===== src/sv/tars_pkg.sv =====
package tars_pkg;

    // Storage shape
    localparam int MAX_PARTIALS = 1024;
    localparam int ADDR_W       = (MAX_PARTIALS > 1) ? $clog2(MAX_PARTIALS) : 1;

    // Field widths
    localparam int DIM_MAX  = 4096;
    localparam int DIM_W    = 13;
    localparam int CNT_W    = 12;
    localparam int AXIS_W   = 2;
    localparam int ELEM_W   = 32;
    localparam int ACC_W    = 48;
    localparam int POS_W    = 24;
    localparam int CFG_IDX_W = 2;

    localparam logic [ELEM_W-1:0] SUM_MAX = {1'b0, {(ELEM_W-1){1'b1}}};
    localparam logic [ELEM_W-1:0] SUM_MIN = {1'b1, {(ELEM_W-1){1'b0}}};

    // Configuration register indexes
    typedef enum logic [CFG_IDX_W-1:0] {
        REG_SIZE_OUTER  = 2'd0,
        REG_SIZE_MIDDLE = 2'd1,
        REG_SIZE_INNER  = 2'd2,
        REG_REDUCE_AXIS = 2'd3
    } cfg_index_t;

    // Reduced axis codes
    localparam logic [AXIS_W-1:0] AXIS_OUTER  = 2'd0;
    localparam logic [AXIS_W-1:0] AXIS_MIDDLE = 2'd1;
    localparam logic [AXIS_W-1:0] AXIS_INNER  = 2'd2;

    // Effective tensor shape, already clamped
    typedef struct packed {
        logic [DIM_W-1:0]  size_outer;
        logic [DIM_W-1:0]  size_middle;
        logic [DIM_W-1:0]  size_inner;
        logic [AXIS_W-1:0] axis;
    } shape_t;

    // Per-item control from the address generator
    typedef struct packed {
        logic [ADDR_W-1:0] addr;
        logic              first;
        logic              emit;
        logic              last;
        logic [POS_W-1:0]  position;
    } item_ctl_t;

    function automatic logic [DIM_W-1:0] eff_size(input logic [DIM_W-1:0] s);
        logic [DIM_W-1:0] r;
        if (s == '0) begin
            r = DIM_W'(1);
        end else if (s > DIM_W'(DIM_MAX)) begin
            r = DIM_W'(DIM_MAX);
        end else begin
            r = s;
        end
        return r;
    endfunction

    function automatic logic [AXIS_W-1:0] eff_axis(input logic [AXIS_W-1:0] a);
        logic [AXIS_W-1:0] r;
        if (a > AXIS_INNER) begin
            r = AXIS_INNER;
        end else begin
            r = a;
        end
        return r;
    endfunction

endpackage


===== src/sv/tars_addr_gen.sv =====
module tars_addr_gen (
    input  logic                aclk,
    input  logic                aresetn,
    input  tars_pkg::shape_t    shape,
    input  logic                clear,
    input  logic                advance,
    output tars_pkg::item_ctl_t ctl
);

    logic [tars_pkg::CNT_W-1:0]  cnt_outer_reg, cnt_outer_next;
    logic [tars_pkg::CNT_W-1:0]  cnt_middle_reg, cnt_middle_next;
    logic [tars_pkg::CNT_W-1:0]  cnt_inner_reg, cnt_inner_next;
    logic [tars_pkg::ADDR_W-1:0] addr_reg, addr_next;
    logic [tars_pkg::ADDR_W-1:0] base_reg, base_next;
    logic [tars_pkg::POS_W-1:0]  pos_reg, pos_next;

    logic                        end_outer, end_middle, end_inner, last;
    logic [tars_pkg::ADDR_W-1:0] addr_inc;

    assign end_outer  = (tars_pkg::DIM_W'({1'b0, cnt_outer_reg}) + tars_pkg::DIM_W'(1))
                        == shape.size_outer;
    assign end_middle = (tars_pkg::DIM_W'({1'b0, cnt_middle_reg}) + tars_pkg::DIM_W'(1))
                        == shape.size_middle;
    assign end_inner  = (tars_pkg::DIM_W'({1'b0, cnt_inner_reg}) + tars_pkg::DIM_W'(1))
                        == shape.size_inner;
    assign last       = end_outer && end_middle && end_inner;

    assign addr_inc = (addr_reg == tars_pkg::ADDR_W'(tars_pkg::MAX_PARTIALS - 1))
                      ? '0 : addr_reg + tars_pkg::ADDR_W'(1);

    always_comb begin
        ctl.addr     = addr_reg;
        ctl.last     = last;
        ctl.position = pos_reg;
        case (shape.axis)
            tars_pkg::AXIS_OUTER: begin
                ctl.first = (cnt_outer_reg == '0);
                ctl.emit  = end_outer;
            end
            tars_pkg::AXIS_MIDDLE: begin
                ctl.first = (cnt_middle_reg == '0);
                ctl.emit  = end_middle;
            end
            default: begin
                ctl.first = (cnt_inner_reg == '0);
                ctl.emit  = end_inner;
            end
        endcase
    end

    // Step the coordinates and the partial-sum address in row-major order
    always_comb begin
        cnt_outer_next  = cnt_outer_reg;
        cnt_middle_next = cnt_middle_reg;
        cnt_inner_next  = cnt_inner_reg;
        addr_next       = addr_reg;
        base_next       = base_reg;
        pos_next        = pos_reg;
        if (last) begin
            cnt_outer_next  = '0;
            cnt_middle_next = '0;
            cnt_inner_next  = '0;
            addr_next       = '0;
            base_next       = '0;
            pos_next        = '0;
        end else begin
            if (ctl.emit) begin
                pos_next = pos_reg + tars_pkg::POS_W'(1);
            end
            if (!end_inner) begin
                cnt_inner_next = cnt_inner_reg + tars_pkg::CNT_W'(1);
            end else begin
                cnt_inner_next = '0;
                if (!end_middle) begin
                    cnt_middle_next = cnt_middle_reg + tars_pkg::CNT_W'(1);
                end else begin
                    cnt_middle_next = '0;
                    cnt_outer_next  = cnt_outer_reg + tars_pkg::CNT_W'(1);
                end
            end
            case (shape.axis)
                tars_pkg::AXIS_OUTER: begin
                    // Output index is middle*inner + inner: restart per outer slice
                    addr_next = (end_inner && end_middle) ? '0 : addr_inc;
                end
                tars_pkg::AXIS_MIDDLE: begin
                    // Output index is outer*inner + inner: rewind per middle row
                    if (end_inner && !end_middle) begin
                        addr_next = base_reg;
                    end else if (end_inner) begin
                        addr_next = addr_inc;
                        base_next = addr_inc;
                    end else begin
                        addr_next = addr_inc;
                    end
                end
                default: begin
                    // Output index is outer*middle + middle: hold across inner
                    addr_next = end_inner ? addr_inc : addr_reg;
                end
            endcase
        end
    end

    always_ff @(posedge aclk) begin
        if (!aresetn || clear) begin
            cnt_outer_reg  <= '0;
            cnt_middle_reg <= '0;
            cnt_inner_reg  <= '0;
            addr_reg       <= '0;
            base_reg       <= '0;
            pos_reg        <= '0;
        end else if (advance) begin
            cnt_outer_reg  <= cnt_outer_next;
            cnt_middle_reg <= cnt_middle_next;
            cnt_inner_reg  <= cnt_inner_next;
            addr_reg       <= addr_next;
            base_reg       <= base_next;
            pos_reg        <= pos_next;
        end
    end

endmodule


===== config.mk =====
export PLATFORM = sky130hd
export DESIGN_NAME = tars_addr_gen
export DESIGN_NICKNAME = d
export VERILOG_FILES = /design/src/sv/tars_pkg.sv /design/src/sv/tars_addr_gen.sv
export SDC_FILE = /design/constraint.sdc
export NUM_CORES = 1
export LEC_CHECK = 0
export BUFFER_PORTS_ARGS = -buffer_cell sky130_fd_sc_hd__buf_2
export CAP_MARGIN = 25
export CORE_MARGIN = 2
export CORE_UTILIZATION = 35
export DETAILED_ROUTE_END_ITERATION = 8
export PLACE_DENSITY = 0.64
export SYNTH_ARGS = -nofsm -noshare
export SYNTH_HDL_FRONTEND = slang
export SYNTH_SLANG_ARGS = --single-unit

===== constraint.sdc =====
create_clock -name aclk -period 3.2 [get_ports aclk]
set_input_delay 0 -clock aclk [delete_from_list [all_inputs] [get_ports aclk]]
set_output_delay 0 -clock aclk [all_outputs]
set_load 0.005 [all_outputs]

==> results of run 1 <==
-- routing by layer --
metal / track usage (%) / vias to the layer above
li1: - / 2903
met1: 25.2 / 2818
met2: 31.2 / 189
met3: 3.73 / 31
met4: 7.21 / 0
met5: 0 / -
-- Yosys cell counts, types with 4 or more instances --
library cell	number	share of area, %
or4_1	9	1.2
o31ai_1	6	0.81
nand3b_1	5	0.68
nand2b_1	7	0.79
clkbuf_1	20	1.4
or3_1	28	3.2
nor3b_1	6	0.81
mux2i_1	12	2.2
nor3_1	15	1.4
buf_2	23	2.1
xnor2_1	25	3.9
nor4_1	12	1.4
a21o_1	5	0.68
xor2_1	25	3.9
a21oi_1	64	5.8
dfxtp_1	80	29
nand4b_1	7	1.1
nand3_1	39	3.5
o2bb2ai_1	7	1.1
a31oi_1	4	0.45
nand4_1	22	2.5
nor2_1	32	2.2
nand2_1	44	3.0
o21ai_0	57	5.1
and3_1	29	3.3
o21ai_1	5	0.45
ha_1	8	1.8
inv_1	20	1.4
nor2b_1	9	1.0
a22o_1	10	1.6
and4_1	5	0.79
-- what timing repair did --
action,CTS,global route
pin swaps,0,8
gates cloned,0,3
gates resized for setup,1,24
buffers inserted,0,3
hold buffers,0,0
setup endpoints to repair,1,61
hold endpoints to repair,0,0
-- final timing paths --
path	from	to	slack [ns]
max	cnt_inner_reg[0]	base_reg[5]	0.14
min	clear	cnt_inner_reg[0]	0.13
max reg2reg	cnt_inner_reg[0]	base_reg[5]	0.14
min reg2reg	pos_reg[23]	pos_reg[23]	0.48
-- kinds of logic (layout without fill, tap and decap cells) --
group / count (synthesis) / in the layout / synth area share, %
AOI/OAI and AO/OA: 191 / 192 / 21.3
other: 0 / 1 / 0
adders and majority gates: 8 / 8 / 1.80
buffers and inverters: 68 / 193 / 5.24
xor gates and xnor gates: 50 / 50 / 7.88
and+or+nand+nor: 300 / 300 / 32.8
muxes: 12 / 12 / 2.16
DFF: 80 / 80 / 28.8
-- worst reg2reg max path, stage by stage, from the launching register on --
cell and delay, ns:
dfxtp_2 0.37, ha_1 0.19, nand4_2 0.17, buf_4 0.21
nor3_1 0.24, a22oi_1 0.13, and3_2 0.28, or4_4 0.53
buf_12 0.17, nor4_4 0.21, and3_1 0.25, buf_12 0.13
a22o_1 0.13
-- where the power goes --
group	switching (mW)	total [mW]	internal, mW
Combinational	0.118	0.200	0.0821
Sequential	0.00247	0.999	0.997
Clock	0.477	1.09	0.613
-- cell type report --
class	count	share of cell area, %
clock inverters	7	1.13
multi-input cells	562	53.8
flip-flops and latches	80	22.6
repair buffers	156	14.3
inverters	21	1.11
well taps	216	3.81
clock buffers	9	3.18
diodes	1	0.0353
==> flow_summary.toml, run 1 <==
[yosys]
synth_seq_cells = 80
ys_async_sr_fraction_pct = 0
netlist_instances = 709
ys.flop_type = "dfxtp_1"
ys_seq_area_share_pct = 28.8
syn_area_per_cell_um2 = 7.84
synth_edf_count = 0
yosys_warnings = 0
synth.net_count = 762
synth_cell_types = 71
syn_area_mm2 = 0.00556

[finish]
final_cell_mix = "81 x buf_2, 78 x dfxtp_1, 70 x buf_4"
post-route-cell-area_mm2 = 0.00709
post-route-util_pct = 45.1
syn_to_final_growth_pct = 27.5
fillers = 1585
regArea_mm2 = 0.00160
multi_input_area_mm2 = 0.00381
stdcell_count = 1052
drive_gt1_share_pct = 25.4
largest_reg_flops = 24
nets = 883
final_common_cell = "buf_2"

[die]
die_w_um = 130
row_count = 46
die-area_mm2 = 0.0169
initial_utilization_pct = 35.4
io_pins = 82
die_h_um = 130
coreArea_mm2 = 0.0157

[placement]
io_buffer_count = 81
dp.cells = 1029
place_congestion = 0.931
dpl.hpwl_um = 11900
place_area_mm2 = 0.00659
post-place-ws_ns = 0.0333

[drt]
viasPerCell = 5.65
via_count = 5941
firstDrtPassIters = 6
wirelength_met1_um = 7500
drc = 0
wl_met3_um = 942
dr.max_layer_used = "met4"
wl_um = 16600
ant_nets = 0
wl_per_cell_um = 15.8
first_iter_violations = 467
wl_met2_um = 7750

[setup_path]
cp_top_family = "simple AND/OR/NAND/NOR gates"
path_class = "register to register"
cp.depth = 12
crit_fanout = 10
cp-end-kind = "register"
crit_top_cell = "buf_12"
path_buf_inv = 3
startpoint_type = "register"
crit_slowest_cell = "or4_4"
crit_required_ns = 3.50
crit_path_max_incr_delay_ns = 0.53
arrival_ns = 3.36
cp_cell_sequence = "ha_1 -> nand4_2 -> buf_4 -> nor3_1 -> a22oi_1 -> and3_2 -> or4_4 -> buf_12 -> nor4_4 -> and3_1 -> buf_12 -> a22o_1"
r2r_cells = 12

[flow_run]
maxCapViolations = 0

[grt]
grt_usage_pct = 19.1
antenna_found_initial = 1
grt_pass1_vias = 5404
grt_max_degree = 31
grt-ovfl-total = 0
grt_pass1_wl_um = 25900

[sta]
grt_setup_unrepaired = "true"
fmax_ghz = 0.326
fin_tns_setup_ns = 0
final.setup.worst_slack_ns = 0.136
finalCriticalPeriod_ns = 3.06
maxSlewHeadroom_pct = 55.7
setup_viol_count_final = 0
whs_ns = 0.130
skew_ns = 0.00526
hold_violations = 0
final-max-slew-violation-count = 0
fin_crit_sh_pct = 95.7
worst_slew_pin_slew_ns = 0.657

[clock_network]
path_clk_slew_ns = 0.07
clock_latency_ns = 0.35
tritoncts = "done"
cts_buffers = 9
clockBufferDepth = 2
h-tree-depth = 3
clock_sinks = 80
root_buffer = "clkbuf_16"

[power]
totalPowerFinal_mw = 2.29
power.density_mw_per_mm2 = 323
p_leak_nw = 2.74
ir_worst_vdd_mv = 0.255

[run_status]
outcome = "complete, no violations"

[min_path]
hold_depth = 4
hp-class = "primary input to register"
No activity file was read; power rests on OpenSTA's default activity.
==> run 2, diff against run 1 <==
--- a/config.mk
+++ b/config.mk
@@ -7,10 +7,10 @@
 export LEC_CHECK = 0
 export BUFFER_PORTS_ARGS = -buffer_cell sky130_fd_sc_hd__buf_2
 export CAP_MARGIN = 25
-export CORE_MARGIN = 2
-export CORE_UTILIZATION = 35
+export CORE_MARGIN = 5
+export CORE_UTILIZATION = 50
 export DETAILED_ROUTE_END_ITERATION = 8
-export PLACE_DENSITY = 0.64
+export PLACE_DENSITY = 0.8
 export SYNTH_ARGS = -nofsm -noshare
 export SYNTH_HDL_FRONTEND = slang
 export SYNTH_SLANG_ARGS = --single-unit
==> constraint.sdc (replaced) <==
create_clock -name aclk -period 2.9 [get_ports aclk]
set_input_delay 0 -clock aclk [delete_from_list [all_inputs] [get_ports aclk]]
set_output_delay 0 -clock aclk [all_outputs]
set_load 0.005 [all_outputs]
==> run 2 against run 1 <==
  * Setup slack worse by 0.30 ns
  * Via count is 9.0% higher
  * The flow now finishes with violations (negative setup slack)
  * Clock-buffer cell count is 1 higher
  * Non-clock buffer count is 66 higher
  * Clock skew is 0.0065 ns higher
==> flow_summary.toml, run 2 (synthesis results as in run 1) <==
[power]
power.density_mw_per_mm2 = 298
totalPowerFinal_mw = 2.34
p_leak_nw = 3.11
ir_worst_vdd_mv = 0.228

[sta]
maxSlewHeadroom_pct = 31.5
finalCriticalPeriod_ns = 3.06
fin_crit_sh_pct = 105
grt_setup_unrepaired = "true"
worst_slew_pin_slew_ns = 1.03
skew_ns = 0.0118
hold_violations = 0
setup_viol_count_final = 50
fmax_ghz = 0.327
final.setup.worst_slack_ns = -0.159
final-max-slew-violation-count = 0

[clock_network]
path_clk_slew_ns = 0.09
tritoncts = "done"
cts_buffers = 9
h-tree-depth = 3
clock_sinks = 80
clockBufferDepth = 2
clock_latency_ns = 0.39
hold_buffers = 0
root_buffer = "clkbuf_8"

[setup_path]
crit_required_ns = 2.90
path_buf_inv = 6
crit_top_cell = "buf_6"
crit_slowest_cell = "or4b_4"
startpoint_type = "register"
cp-end-kind = "output port"
cp_top_family = "simple AND/OR/NAND/NOR gates"
cp_cell_sequence = "inv_2 -> ha_4 -> xor2_1 -> a221oi_2 -> or4b_4 -> nor4b_4 -> and4_4 -> buf_6 -> o31ai_4 -> buf_6 -> buf_6 -> inv_2 -> buf_2"
crit_path_max_incr_delay_ns = 0.51
arrival_ns = 3.06
path_class = "register to output port"
crit_fanout = 8

[drt]
wl_um = 18800
via_count = 6473
first_iter_violations = 697
viasPerCell = 6.22
dr.max_layer_used = "met4"
wl_met2_um = 9320
firstDrtPassIters = 5
drc = 0
wl_met3_um = 1260
ant_nets = 0
wirelength_met1_um = 7590
wl_per_cell_um = 18.0

[grt]
grt-ovfl-total = 0
grt_usage_pct = 25.9
grt_pass1_vias = 6062
antenna_found_initial = 0
grt_pass1_wl_um = 28400
grt_max_degree = 28

[flow_run]
maxCapViolations = 0

[die]
initial_utilization_pct = 51.1
row_count = 38
coreArea_mm2 = 0.0109
die_w_um = 115
io_pins = 82
die_h_um = 115
die-area_mm2 = 0.0133

[placement]
io_buffer_count = 81
dpl.hpwl_um = 12500
place_congestion = 0.947
post-place-ws_ns = -0.302

[min_path]
hp-class = "primary input to register"

[run_status]
outcome = "finished, violations left"
violations = "negative setup slack"

[finish]
final_cell_mix = "125 x buf_4, 82 x buf_2, 71 x dfxtp_1"
drive_gt1_share_pct = 39.7
largest_reg_flops = 24
multi_input_area_mm2 = 0.00421
regArea_mm2 = 0.00162
fillers = 749
syn_to_final_growth_pct = 41.2
nets = 949
post-route-util_pct = 72.1
antenna_cells = 0
final_common_cell = "buf_4"
## run 2: cell types whose count changed in the layout (fill, tap and decap cells not counted), sizes merged
cell / delta
buf: +67
bufinv: +1
clkbuf: +1
clkdlybuf4s15: -1
diode: -1
inv: -2
nand3: +1
o31ai: -1
## run 2: where the power goes
| group | total, mW | internal, mW | leakage [nW] | switching [mW] |
|---|---|---|---|---|
| combinational | 0.263 | 0.114 | 2.36 | 0.149 |
| clock | 0.977 | 0.511 | 0.109 | 0.466 |
| sequential | 1.10 | 1.10 | 0.649 | 0.00314 |
## run 2: path summary, 6_finish.rpt
path	startpoint	end	slack [ns]	cells after the start
hold reg to reg	base_reg[1]	base_reg[1]	0.49	1
hold / removal	advance	cnt_inner_reg[1]	0.16	3
setup / recovery	cnt_outer_reg[1]	ctl[25]	-0.16	13
setup reg to reg	cnt_outer_reg[1]	base_reg[2]	-0.15	12
## run 2: metrics by stage
stage | TNS [ns] | hold WS [ns] | instance area (um2) | std cells
6_report | -3.68 | 0.161 | 7850 | 1041
5_1_grt | -10.82 | 0.184 | 7850 | 1041
4_1_cts | -1.65 | 0.113 | 7330 | 1024
3_5_place_dp | -10.49 | 0.421 | 6870 | 998
3_3_place_gp | -3.69 | 0.415 | 6870 | 998
2_1_floorplan | -0.00742 | 0.172 | 5610 | 709
## run 2: layout make-up
| class | count | share of cell area (%) |
|---|---|---|
| clock buffers | 10 | 1.75 |
| clock inverters | 6 | 1.18 |
| inverters | 21 | 1.00 |
| multi-input cells | 562 | 53.6 |
| flip-flops and latches | 80 | 20.6 |
| well taps | 140 | 2.23 |
| repair buffers | 222 | 19.6 |
## run 2: repair_timing
item / in CTS / in global routing
endpoints found under the setup margin: 64 / 69
cloned: 1 / 2
buffers inserted: 9 / 15
pin swaps: 39 / 39
gates resized for setup: 37 / 98
## run 2: tightest hold or removal path: stages
cell and delay (ns):
buf_2 0.30, nand3_1 0.14, a21oi_1 0.06
## run 2: metal layers
metal  vias to the layer above  track usage [%]
met4                         0             11.4
met1                      3083             32.2
li1                       3028                -
met5                         -                0
met3                        62             3.39
met2                       300             44.9
